**config.mk**
```make
export PLATFORM = sky130hd
export DESIGN_NAME = bgci_mul
export DESIGN_NICKNAME = d
export VERILOG_FILES = /design/src/bgci_pkg.sv /design/src/bgci_mul.sv
export SDC_FILE = /design/constraint.sdc
export NUM_CORES = 1
export LEC_CHECK = 0
export CAP_MARGIN = 10
export CELL_PAD_IN_SITES_DETAIL_PLACEMENT = 0
export CELL_PAD_IN_SITES_GLOBAL_PLACEMENT = 2
export CORE_MARGIN = 1
export CORE_UTILIZATION = 42
export DETAILED_ROUTE_END_ITERATION = 8
export DONT_BUFFER_PORTS = 1
export HOLD_SLACK_MARGIN = 0.02
export PLACE_DENSITY = 0.78
export REMOVE_ABC_BUFFERS = 1
export SLEW_MARGIN = 20
export SYNTH_ARGS = -nofsm -noshare
export SYNTH_HDL_FRONTEND = slang
export SYNTH_SLANG_ARGS = --single-unit
export TNS_END_PERCENT = 20
```
**constraint.sdc**
```tcl
create_clock -name i_clk -period 6.19 [get_ports i_clk]
set_clock_uncertainty 0.05 [all_clocks]
set_input_delay 1.238 -clock i_clk [delete_from_list [all_inputs] [get_ports i_clk]]
set_output_delay 1.238 -clock i_clk [all_outputs]
set_load 0.01 [all_outputs]
```
**src/bgci_pkg.sv**
```systemverilog
`default_nettype none

package bgci_pkg;

    // field widths
    localparam int ADC_W      = 10;
    localparam int VOLT_W     = 10;
    localparam int PCT_W      = 7;
    localparam int INTERVAL_W = 8;
    localparam int CHG_CNT_W  = 8;
    localparam int CFG_IDX_W  = 2;
    localparam int CFG_DATA_W = 10;

    // (voltage - empty) * 100 tops out at 584 * 100
    localparam int NUM_W = 16;

    // voltage = adc * 585 / 1024
    localparam logic [ADC_W-1:0] VOLT_SCALE = 10'd585;

    localparam logic [PCT_W-1:0] PCT_FULL = 7'd100;

    localparam int CHG_BLINK_BIT = 6;

    // double blink points within the low-battery period
    localparam int BLINK_ON_FIRST   = 50;
    localparam int BLINK_OFF_FIRST  = 150;
    localparam int BLINK_ON_SECOND  = 250;
    localparam int BLINK_OFF_SECOND = 350;

    localparam int LOW_BLINK_PERIOD_DEF = 3000;
    localparam int LOW_COUNT_LIMIT_DEF  = 10;

    localparam logic [VOLT_W-1:0]     EMPTY_LEVEL_RST = 10'd340;
    localparam logic [VOLT_W-1:0]     FULL_LEVEL_RST  = 10'd420;
    localparam logic [INTERVAL_W-1:0] INTERVAL_RST    = 8'd100;

    typedef enum logic [CFG_IDX_W-1:0] {
        CFG_EMPTY_LEVEL     = 2'd0,
        CFG_FULL_LEVEL      = 2'd1,
        CFG_SAMPLE_INTERVAL = 2'd2
    } t_cfg_idx;

    typedef enum logic [1:0] {
        ST_IDLE,
        ST_MUL,
        ST_DIV,
        ST_FINISH
    } t_state;

    // handshake between the sequencer and a serial arithmetic unit
    typedef struct packed {
        logic start;
    } t_unit_req;

    typedef struct packed {
        logic done;
    } t_unit_rsp;

endpackage

`default_nettype wire

```
**src/bgci_mul.sv**
```systemverilog
`default_nettype none

// Bit-serial multiply by VOLT_SCALE, one multiplier bit per cycle, keeping
// only the upper half of the product (the >> 10 comes for free).
module bgci_mul import bgci_pkg::*; (
    input  wire logic              i_clk,
    input  wire logic              i_rst_n,
    input  wire t_unit_req         i_req,
    input  wire logic [ADC_W-1:0]  i_adc,
    output t_unit_rsp              o_rsp,
    output logic [VOLT_W-1:0]      o_volt
);

    localparam int CNT_W = $clog2(ADC_W);

    logic             r_busy, n_busy;
    logic             r_done, n_done;
    logic [CNT_W-1:0] r_cnt, n_cnt;
    logic [ADC_W-1:0] r_coef, n_coef;
    logic [ADC_W-1:0] r_mcand, n_mcand;
    logic [ADC_W-1:0] r_hi, n_hi;
    logic [ADC_W:0]   sum;

    always_comb begin
        sum     = {1'b0, r_hi} + (r_coef[0] ? {1'b0, r_mcand} : '0);
        n_busy  = r_busy;
        n_done  = 1'b0;
        n_cnt   = r_cnt;
        n_coef  = r_coef;
        n_mcand = r_mcand;
        n_hi    = r_hi;
        if (i_req.start) begin
            n_busy  = 1'b1;
            n_cnt   = '0;
            n_coef  = VOLT_SCALE;
            n_mcand = i_adc;
            n_hi    = '0;
        end else if (r_busy) begin
            n_hi   = sum[ADC_W:1];
            n_coef = {1'b0, r_coef[ADC_W-1:1]};
            n_cnt  = r_cnt + 1'b1;
            if (r_cnt == CNT_W'(ADC_W - 1)) begin
                n_busy = 1'b0;
                n_done = 1'b1;
            end
        end
    end

    always_ff @(posedge i_clk) begin
        if (!i_rst_n) begin
            r_busy <= 1'b0;
            r_done <= 1'b0;
        end else begin
            r_busy <= n_busy;
            r_done <= n_done;
        end
        r_cnt   <= n_cnt;
        r_coef  <= n_coef;
        r_mcand <= n_mcand;
        r_hi    <= n_hi;
    end

    assign o_rsp.done = r_done;
    assign o_volt     = r_hi;

endmodule

`default_nettype wire

```
Yosys cells after proc, flatten, opt, wreduce, memory -nomap -nowiden:

Cells that the tools add are included.

* bits in registers: 36
* input port bits: 13
* output and inout bits: 11
* word-level logic and storage cells: 17

* $add $sub $neg: 2
* mux-type cells: 5
* reduce and logical (&&, ||, !) cells: 1
* bitwise operators: 2
* equality and inequality tests: 1

Operator list (count)
* $add A10 B10 Y11: 1
* $mux W10: 1
* $add A4 B1 Y4 const B: 1
* $eq A4 B4 Y1 const B: 1
* $mux W1: 4
* $reduce_or A3 Y1: 1
* $not A1 Y1: 2

Depth between registers and ports, before layout:

* word-level depth: 4
* gate-level depth with buffers: 9
* gate-level depth less buffers: 8

Worst setup path after synthesis:

OpenSTA, ideal clock, no wires.

* path type: flip-flop to flip-flop
* start: register r_coef[0]
* end: register r_hi[7] (netlist: o_volt[7])
* stages on the path, launching flop included: 9
* library setup time: 0.122 ns
* data required time: 6.018 ns
* path slack: 4.023 ns
* arrival: 1.995 ns
* buffers on the path: 1
* clock period less this slack: 2.167 ns
* cells stage by stage: dfxtp_1 clkbuf_1 nand2_1 fa_1 and2b_1 o21ai_1 a211oi_1 nor4_1 a311o_1

* word-level cells in the longest chain between the ends: 2

Ends and longest elaborated chain
* from (decl): line bgci_mul.sv:19 `logic [ADC_W-1:0] r_coef, n_coef;`
* from (signal assigned): line bgci_mul.sv:58 `r_coef <= n_coef;`
* $mux W10: line bgci_mul.sv:25 `sum = {1'b0, r_hi} + (r_coef[0] ? {1'b0, r_mcand} : '0);`
* $add A10 B10 Y11: line bgci_mul.sv:25
* to (signal assigned): line bgci_mul.sv:60 `r_hi <= n_hi;`
* to (decl): line bgci_mul.sv:21 `logic [ADC_W-1:0] r_hi, n_hi;`

No other way between the ends.
A chain may end at the register's enable or synchronous reset.

Final worst setup path:

Same ends and word-level chain as after synthesis.

==> flow_summary.toml <==
[route]
via_per_inst = 5.355
drt-initial-drc-count = 31
finalWirelength_um = 3238
drc = 0
antenna_left = 0
vias = 1178
dr.pass1.iters = 4
avgRoutedWirePerCell_um = 14.72

[sta]
maxSlewViolCount = 0
tns_ns = 0
rsz0062_at_grt = "no"
post-route-period-util = 0.3811
setup_viol = 0
tightestPinTransition_ns = 0.4386
period_minus_slack_ns = 2.359
hold_viol = 0
hold-worst-slack_ns = 0.4131
max-slew-margin-rel = 0.7039
max_freq_ghz = 0.4239

[setup_path]
worstSetupPathType = "flop to flop"
start_kind = "flop"
arrival_ns = 2.48
path_buf_inv = 0
path_cells = "nand2_1 -> fa_1 -> and2b_1 -> o21ai_1 -> a211oi_1 -> nor4_1 -> a311o_1"
critical_path.max_fanout = 12
cp_slowest_cell = "dfxtp_1"
critPathTopFamily = "compound AO/OA/AOI/OAI gates"
end_kind = "flop"
max_stage_delay_ns = 0.52
worstPathRequired_ns = 6.31

[global_route]
first_global_vias = 1215
grt_max_degree = 34
met2_usage = 0.2745
met1_usage = 0.2152
overflow = 0
grt_pass1_wl_um = 5616
busiest_layer = "met2"
antenna_found_initial = 0
grtUsageTotal = 0.1755
met3_usage = 0.06076

[synthesis]
synth.mux.area_fraction = 0.05904
yosys.area.top_type_share = 0.3070
synthCells = 170
synth-simple-area-share = 0.1727
async_flop_share = 0
synth_top_family_by_area = "simple AND/OR/NAND/NOR gates"
syn_avg_cell_area_sq_um = 9.973
post-synth-top-count-cell = "dfxtp_1"
synthAdderAreaFrac = 0.09299
ys_ff_latch = 36
synth_edf_count = 10
ys_warn_count = 0
synth_compound_area_frac = 0.1336
yosys-top-cells-count = "dfxtp_1, nor2_1, nand2_1, ha_1"
synth_xor_area_frac = 0.02583
yosysTopAreaCell = "dfxtp_1"
seq_area_frac_synth = 0.4841
ys.flop_type = "dfxtp_1"
synthTopCellsByArea = "dfxtp_1, edfxtp_1, ha_1"
syn_area_sq_um = 1695
ys_types = 41

[clock_tree]
postCtsSetupRepairBufs = 0
clkTransAtPathRegs_ns = 0.07
cts_tree = "yes"
clockBufferDepth = 2
htreeDepth = 2
postCtsHoldBufs = 0
cts_buffers = 5
clk_latency_ns = 0.28
cts-resized-gates = 0
cts_sinks = 36
cts_root_buffer = "clkbuf_8"

[power]
power_density_nw_per_um2 = 286.2
peakVddDrop_uv = 136.8
p_leak_uw = 0.0007144
power_uw = 520.6

[placement]
dp_hpwl_um = 2273
io_buffers = 0
globalplace.congestion = 0.7510

[die]
coreArea_sq_um = 3771
rows = 22
initial_utilization = 0.4496
fp.dieArea_sq_um = 4295
fp.dieW_um = 65.54
dieHeight_um = 65.54
io_pins = 24

[finish]
area_growth_pct = 7.306
fillers = 358
antenna_cells = 0
drive_gt1_frac = 0.04651
nets = 196

[outcome]
status = "completed"

[job]
maxCapViolCount = 0

[hold_path]
hold_path.class = "flop to flop"
==> cells in the final DEF (no fill, tap or decap), drive strengths merged, types with 6 or more instances in the layout <==
cell	instances
mux2i	10
a21oi	9
and2	8
nor2	19
clkbuf	6
inv	6
o21ai	6
dfxtp	26
edfxtp	10
nand2	14
ha	11
==> worst paths after layout <==
kind / cells past startpoint / from / slack, ns / endpoint
setup / recovery: 7 / r_coef[0]$_SDFFE_PP1P_ / 3.83 / o_volt[7]$_SDFFE_PP0P_
hold / removal: 1 / r_coef[9]$_SDFFE_PP1P_ / 0.41 / r_coef[9]$_SDFFE_PP1P_
setup reg to reg: 7 / r_coef[0]$_SDFFE_PP1P_ / 3.83 / o_volt[7]$_SDFFE_PP0P_
hold reg to reg: 1 / r_coef[9]$_SDFFE_PP1P_ / 0.41 / r_coef[9]$_SDFFE_PP1P_
==> metrics by stage <==
stage | std cells | worst slack (ns) | instance area [sq um] | utilization
after CTS | 220 | 3.829 | 1819 | 0.4824
after global routing | 220 | 3.622 | 1819 | 0.4824
after global placement | 212 | 3.911 | 1735 | 0.4602
final | 220 | 3.831 | 1819 | 0.4824
after floorplan | 163 | 4.128 | 1668 | -
after detailed placement | 212 | 3.836 | 1735 | 0.4602
==> worst register-to-register path: stages, from the launching register on <==
cell	delay (ns)
dfxtp_1	0.52
nand2_1	0.16
fa_1	0.42
and2b_1	0.23
o21ai_1	0.10
a211oi_1	0.39
nor4_1	0.10
a311o_1	0.27
==> cell type report <==
type | count | area, sq um | share of cell area
Clock inverter | 2 | 11.26 | 0.006190
Clock buffer | 6 | 72.57 | 0.03989
Multi-Input combinational cell | 120 | 820.8 | 0.4512
Inverter | 7 | 26.28 | 0.01444
Timing Repair Buffer | 1 | 7.507 | 0.004127
Tap cell | 48 | 60.06 | 0.03301
Sequential cell | 36 | 820.8 | 0.4512
==> layer usage <==
layer	share of wire	vias to the layer above
met1	0.45	543
met5	0	-
li1	-	609
met3	0.067	2
met4	0.0059	0
met2	0.47	24
==> cells by family after synthesis <==
family,after synthesis
xor+xnor,5
compound gates,32
flops,36
simple gates,61
fa+ha+maj,12
buf+inv,14
mux,10
==> state kept, by name (all words and copies together) (netlist names) <==
signal	cells
r_busy	1
r_coef	10
r_mcand	10
o_volt	10
o_rsp	1
r_cnt	4
==> report_power, final <==
part / leakage (uW) / total, uW / internal (uW) / switching, uW
Sequential: 0.000312 / 279 / 262 / 17.5
Combinational: 0.000364 / 83.4 / 37.1 / 46.3
Clock: 0.0000388 / 158 / 77.9 / 80.2
Total: 0.000714 / 521 / 377 / 144
Power figures use the tool's default switching activity.
