File: src/bgci_pkg.sv
`default_nettype none

package bgci_pkg;

    // field widths
    localparam int ADC_W      = 10;
    localparam int VOLT_W     = 10;
    localparam int PCT_W      = 7;
    localparam int INTERVAL_W = 8;
    localparam int CHG_CNT_W  = 8;
    localparam int CFG_IDX_W  = 2;
    localparam int CFG_DATA_W = 10;

    // (voltage - empty) * 100 tops out at 584 * 100
    localparam int NUM_W = 16;

    // voltage = adc * 585 / 1024
    localparam logic [ADC_W-1:0] VOLT_SCALE = 10'd585;

    localparam logic [PCT_W-1:0] PCT_FULL = 7'd100;

    localparam int CHG_BLINK_BIT = 6;

    // double blink points within the low-battery period
    localparam int BLINK_ON_FIRST   = 50;
    localparam int BLINK_OFF_FIRST  = 150;
    localparam int BLINK_ON_SECOND  = 250;
    localparam int BLINK_OFF_SECOND = 350;

    localparam int LOW_BLINK_PERIOD_DEF = 3000;
    localparam int LOW_COUNT_LIMIT_DEF  = 10;

    localparam logic [VOLT_W-1:0]     EMPTY_LEVEL_RST = 10'd340;
    localparam logic [VOLT_W-1:0]     FULL_LEVEL_RST  = 10'd420;
    localparam logic [INTERVAL_W-1:0] INTERVAL_RST    = 8'd100;

    typedef enum logic [CFG_IDX_W-1:0] {
        CFG_EMPTY_LEVEL     = 2'd0,
        CFG_FULL_LEVEL      = 2'd1,
        CFG_SAMPLE_INTERVAL = 2'd2
    } t_cfg_idx;

    typedef enum logic [1:0] {
        ST_IDLE,
        ST_MUL,
        ST_DIV,
        ST_FINISH
    } t_state;

    // handshake between the sequencer and a serial arithmetic unit
    typedef struct packed {
        logic start;
    } t_unit_req;

    typedef struct packed {
        logic done;
    } t_unit_rsp;

endpackage

`default_nettype wire

File: src/bgci_div.sv
`default_nettype none

// Restoring divider, one quotient bit per cycle.
module bgci_div import bgci_pkg::*; (
    input  wire logic              i_clk,
    input  wire logic              i_rst_n,
    input  wire t_unit_req         i_req,
    input  wire logic [NUM_W-1:0]  i_num,
    input  wire logic [VOLT_W-1:0] i_den,
    output t_unit_rsp              o_rsp,
    output logic [NUM_W-1:0]       o_quo
);

    localparam int CNT_W = $clog2(NUM_W);

    logic              r_busy, n_busy;
    logic              r_done, n_done;
    logic [CNT_W-1:0]  r_cnt, n_cnt;
    logic [VOLT_W-1:0] r_den, n_den;
    logic [VOLT_W-1:0] r_rem, n_rem;
    logic [NUM_W-1:0]  r_quo, n_quo;
    logic [VOLT_W:0]   trial;
    logic              fits;

    always_comb begin
        trial  = {r_rem, r_quo[NUM_W-1]};
        fits   = (trial >= {1'b0, r_den});
        n_busy = r_busy;
        n_done = 1'b0;
        n_cnt  = r_cnt;
        n_den  = r_den;
        n_rem  = r_rem;
        n_quo  = r_quo;
        if (i_req.start) begin
            n_busy = 1'b1;
            n_cnt  = '0;
            n_den  = i_den;
            n_rem  = '0;
            n_quo  = i_num;
        end else if (r_busy) begin
            // remainder stays below the divisor, so it fits VOLT_W bits
            n_rem = fits ? VOLT_W'(trial - {1'b0, r_den}) : trial[VOLT_W-1:0];
            n_quo = {r_quo[NUM_W-2:0], fits};
            n_cnt = r_cnt + 1'b1;
            if (r_cnt == CNT_W'(NUM_W - 1)) begin
                n_busy = 1'b0;
                n_done = 1'b1;
            end
        end
    end

    always_ff @(posedge i_clk) begin
        if (!i_rst_n) begin
            r_busy <= 1'b0;
            r_done <= 1'b0;
        end else begin
            r_busy <= n_busy;
            r_done <= n_done;
        end
        r_cnt <= n_cnt;
        r_den <= n_den;
        r_rem <= n_rem;
        r_quo <= n_quo;
    end

    assign o_rsp.done = r_done;
    assign o_quo      = r_quo;

endmodule

`default_nettype wire

File: config.mk
export PLATFORM = sky130hd
export DESIGN_NAME = bgci_div
export DESIGN_NICKNAME = d
export VERILOG_FILES = /design/src/bgci_pkg.sv /design/src/bgci_div.sv
export SDC_FILE = /design/constraint.sdc
export NUM_CORES = 1
export LEC_CHECK = 0
export ABC_AREA = 1
export BUFFER_PORTS_ARGS = -buffer_cell sky130_fd_sc_hd__buf_2
export CAP_MARGIN = 20
export CORE_ASPECT_RATIO = 1.4
export CORE_UTILIZATION = 25
export CTS_BUF_LIST = sky130_fd_sc_hd__clkbuf_16
export CTS_CLUSTER_SIZE = 28
export DETAILED_ROUTE_END_ITERATION = 10
export GPL_ROUTABILITY_DRIVEN = 1
export GPL_TIMING_DRIVEN = 0
export PLACE_DENSITY = 0.49
export SETUP_SLACK_MARGIN = 0.5
export SKIP_LAST_GASP = 1
export SYNTH_ARGS = -nofsm -noshare
export SYNTH_HDL_FRONTEND = slang
export SYNTH_SLANG_ARGS = --single-unit
File: constraint.sdc
create_clock -name i_clk -period 2.3 [get_ports i_clk]
set_input_delay 0.575 -clock i_clk [delete_from_list [all_inputs] [get_ports i_clk]]
set_output_delay 0.575 -clock i_clk [all_outputs]
set_load 0.02 [all_outputs]
== Word-level counts from Yosys, hierarchy flattened ==
Index checks and enable logic that the tools add are counted.

* Input bits: 29
* Bits in registers: 42
* Output and inout port bits: 17
* Word-level logic and storage cells: 21

* Order comparisons: 1
* Add/subtract/negate cells: 2
* Multiplexer cells: 7
* Equal/unequal tests: 1
* Reduce and logical (&&, ||, !) cells: 2
* Bitwise logic cells: 2

{| class="wikitable"
|+ Operators with widths
! cell !! number
|-
| $mux W16 || 2
|-
| $ge A11 B10 Y1 || 1
|-
| $mux W10 || 1
|-
| $sub A10 B10 Y10 || 1
|-
| $add A4 B1 Y4 const B || 1
|-
| $eq A4 B4 Y1 const B || 1
|-
| $mux W1 || 4
|-
| $reduce_or A3 Y1 || 1
|-
| $not A1 Y1 || 2
|-
| $reduce_bool A2 Y1 || 1
|}

== Longest topological paths before layout ==
* Word-level depth: 4
* Mapped depth: 14
* Gate-level depth less buffers: 14

== Least setup slack after synthesis ==
No wires, ideal clock.

* Path kind: flip-flop to flip-flop
* Start point: register r_quo[15], in the netlist o_quo[15]
* End point: register r_rem[8]
* Setup time: 113 ps
* Setup slack: 403 ps
* Cell stages (with the launch flop): 15
* Required time: 2,187 ps
* Arrival time: 1,784 ps
* Buffers on the path: 0
* Clock period less this slack: 1,897 ps
* Cell sequence: edfxtp_1 > inv_1 > ha_1 > inv_1 > fa_1 > nand3_1 > nand3_1 > nand2_1 > nand2_1 > nand2_1 > nand2_1 > inv_1 > nand2_1 > nand3_1 > nand2_1

* Word-level cells in the longest chain between the ends: 2
* Elaborated cells on any way between the ends: 3
* Classes of those cells: 1 x add/sub; 1 x order compare; 1 x mux

{| class="wikitable"
|+ Ends and longest elaborated chain
! element !! line !! text
|-
| start, declared || bgci_div.sv:21 || <nowiki>logic [NUM_W-1:0] r_quo, n_quo;</nowiki>
|-
| start signal, assigned || bgci_div.sv:63 || <nowiki>r_quo <= n_quo;</nowiki>
|-
| $sub A10 B10 Y10 or $ge A11 B10 Y1 (tied branches) || bgci_div.sv:42, bgci_div.sv:27 ||
|-
| $mux W10 (*) || bgci_div.sv:42 || <nowiki>n_rem = fits ? VOLT_W'(trial - {1'b0, r_den}) : trial[VOLT_W-1:0];</nowiki>
|-
| end signal, assigned || bgci_div.sv:62 || <nowiki>r_rem <= n_rem;</nowiki>
|-
| end, declared || bgci_div.sv:20 || <nowiki>logic [VOLT_W-1:0] r_rem, n_rem;</nowiki>
|}

Mark *: on every way between the ends. The rest lies on a longest branch, timed or not.
A chain may end at the register's enable or synchronous reset.

== Worst setup path in the final report ==
* Start point: register r_quo[15], in the netlist o_quo[15]
* End point: register r_rem[4]

The elaborated chain is that of the path after synthesis.

==> reports/results.txt <==
status: complete, no violations
Initial Util: 25.90%
Cells after Synth: 290
DRC viols: 0
first-pass GRT wire length: 9287 microns
crit path cell chain: inv_2, ha_4, inv_4, fa_2, nand3_2, nand3_4, buf_4, xnor2_2, nand2_1, nand3_1, o21ai_2
worst-margin pin slew: 0.4332 ns
clock root buffer: clkbuf_16
vias in the first global route: 2010
setup TNS: 0 ns
switching pwr: 0.0005409 W
synth-to-layout area growth: 36.22%
RSZ-0062 raised after global routing: yes
GPL Wtd Cong: 0.7688
PortBufs: 45
Post-CTS Hold Buffers: 0
clk buf depth: 2
initial antenna violation count: 0
post-synth net total: 331
area of the multi-input gates: 1210 sq um
Max-cap violations: 0
Clk Latency, worst-skew pair: 0.28 ns
CORE AREA: 9029 sq um
Cell Int Power: 0.001530 W
Vias/cell: 4.385
largest net degree at the start of global routing: 14
Nets: 395
Antenna Cells: 0
chip height: 116.4 microns
hpwl dp: 3920 microns
leak pwr: 1.554 nW
Power Density: 649.9 nW/um^2
slowest stage cell, crit path: edfxtp_1
non-filler cells, final: 462
Final Skew: 0.005715 ns
Critical Path Source: o_quo[15]$_DFFE_PP_
post-synth top area cell: edfxtp_1
Worst-path clk slew: 0.06 ns
Final Max Tran Viols: 0
Final Util: 35.28%
Crit path largest cell delay: 0.40 ns
Layout fillers: 969
Setup crit end kind: flop
WL/cell: 12.38 microns
register area share after synthesis: 47.08%
hold violation count in the final report: 0
CP max FO: 4
Worst IR Drop VDD: 386.8 uV
hold_sp: i_den[4]
Placed Area: 2705 sq um
placed cell count: 442
worst path bufs/invs: 3
Crit Reg-Reg Startpoint: o_quo[15]$_DFFE_PP_
Critical Path RT: 2.48 ns
row cnt: 41
Yosys reg bits: 42
Reg power frac: 43.2%
post-synth top area share: 33.39%
DR pass1 iterations: 4
Synth cell types: 30
top cells by area, synth: edfxtp_1, nand2_1, dfxtp_1
post-synth design cell area: 2338 sq um
routed vias: 2026
Net Sw Frac: 26.12%
most common cell after layout, fill and taps aside: nand2_1
CTS tree: built
fraction of layout cells with a size suffix above 1: 33.24%
initial drt markers: 65
final cycle utilization of the critical path: 77.00%
Register Area: 1102 sq um
Ys Warns: 0
Tot Pwr: 0.002070 W
Max transition margin: 71.12%
Total Routed Length: 5719 microns
GR Util All Layers: 12.07%
antenna-violating nets left: 0
clock buffer count from CTS: 5
Post-Syn Area per Cell: 8.064 sq um
post-layout min period: 1.771 ns
Worst Setup Start Kind: flop
Clock power frac: 38.7%
post-route cell area: 3186 sq um
combinational power share: 18.1%
Hold Path Class: primary input to flop
die width: 83.74 microns
crit path kind: flop to flop
GR Overflow Total: 0
I/O Pins: 46
most frequent cells in the layout: nand2_1, buf_2, inv_1
Finish-stage setup viols: 0
Fmax: 0.5646 GHz
die footprint: 9750 sq um
Largest delay share family, worst path: adder cells
CTS Sinks: 42
Critical Path AT: 1.95 ns
htree depth: 2
power groups by stage:
| stage | clock network (W) | logic, W | registers, W |
|---|---|---|---|
| final | 0.000801 | 0.000374 | 0.000895 |
| after detailed placement | 0 | 0.000311 | 0.000906 |
| after global placement | 0 | 0.000308 | 0.000906 |
| after global routing | 0.000851 | 0.000419 | 0.000903 |
| after floorplan | 0 | 0.000174 | 0.000938 |
| after CTS | 0.000817 | 0.000329 | 0.000893 |
stage by stage:
step                setup slack [ns]  hold slack [ns]
floorplan                     0.4971           0.4430
global placement             -0.2566           0.4624
detailed placement           -0.2515           0.4664
CTS                           0.4652           0.4570
global route                  0.4184           0.4567
finish                        0.5289           0.4619
repair_timing:
action	CTS	global route
gates resized for setup	13	32
gates cloned	1	2
buffers inserted	1	8
setup endpoints to repair	23	23
pin swaps	3	8
worst paths after layout:
kind                                 to  slack, ns  cells past startpoint
setup / recovery  r_rem[4]$_SDFFE_PP0P_       0.53                     11
hold / removal       r_den[4]$_DFFE_PP_       0.46                      1
setup reg to reg  r_rem[4]$_SDFFE_PP0P_       0.53                     11
hold reg to reg   r_rem[6]$_SDFFE_PP0P_       0.50                      2
per-layer routing:
layer | share of wire [%] | routed length [microns] | track usage [%] | up-vias
met1 | 42 | 2412 | 13.08 | 924
met2 | 52 | 2996 | 23.14 | 45
met5 | 0 | 0 | 0 | -
li1 | - | - | - | 1050
met4 | 1.5 | 87 | 4.972 | 0
met3 | 3.9 | 223 | 2.120 | 7
worst register-to-register path, stage by stage, from the launching register on:
cell	delay [ns]
edfxtp_1	0.40
inv_2	0.10
ha_4	0.14
inv_4	0.04
fa_2	0.35
nand3_2	0.09
nand3_4	0.09
buf_4	0.15
xnor2_2	0.11
nand2_1	0.06
nand3_1	0.08
o21ai_2	0.05
area by class of cell:
cell class	count	area share [%]
repair buffers	56	10.76
clock buffers	5	3.928
well taps	107	4.203
inverters	43	5.263
flip-flops and latches	42	34.60
multi-input cells	198	37.98
clock inverters	3	1.257
repair inverters	1	0.2357
plain buffers	7	1.767
cell families after synthesis:
logic type | synth area share [%]
AO/OA/AOI/OAI | 3.959
XOR/XNOR | 1.498
adder cells (fa/ha/maj) | 6.742
buffers and inverters | 8.881
flip-flops | 47.08
AND/OR/NAND/NOR | 31.84
Yosys cell counts:
cell type	number
a21oi_1	4
a21oi_2	2
a22o_1	1
a31oi_1	2
buf_2	1
buf_4	1
buf_6	2
clkbuf_1	3
dfxtp_1	16
edfxtp_1	26
fa_1	1
ha_1	11
inv_1	43
nand2_1	113
nand2_2	3
nand2_4	1
nand3_1	21
nand3_2	4
nand3b_1	5
nand4_1	2
nor2_1	11
nor2_2	4
nor3_4	1
nor4_1	1
o21ai_0	3
o21ai_1	2
o21ai_2	1
or2_1	1
xnor2_1	2
xor2_1	2
flip-flops by register name, indices dropped and copies added, names as in the netlist:
signal / cells
o_quo: 16
r_den: 10
r_rem: 10
r_cnt: 4
o_rsp: 1
r_busy: 1
No activity file was read; power rests on OpenSTA's default activity.
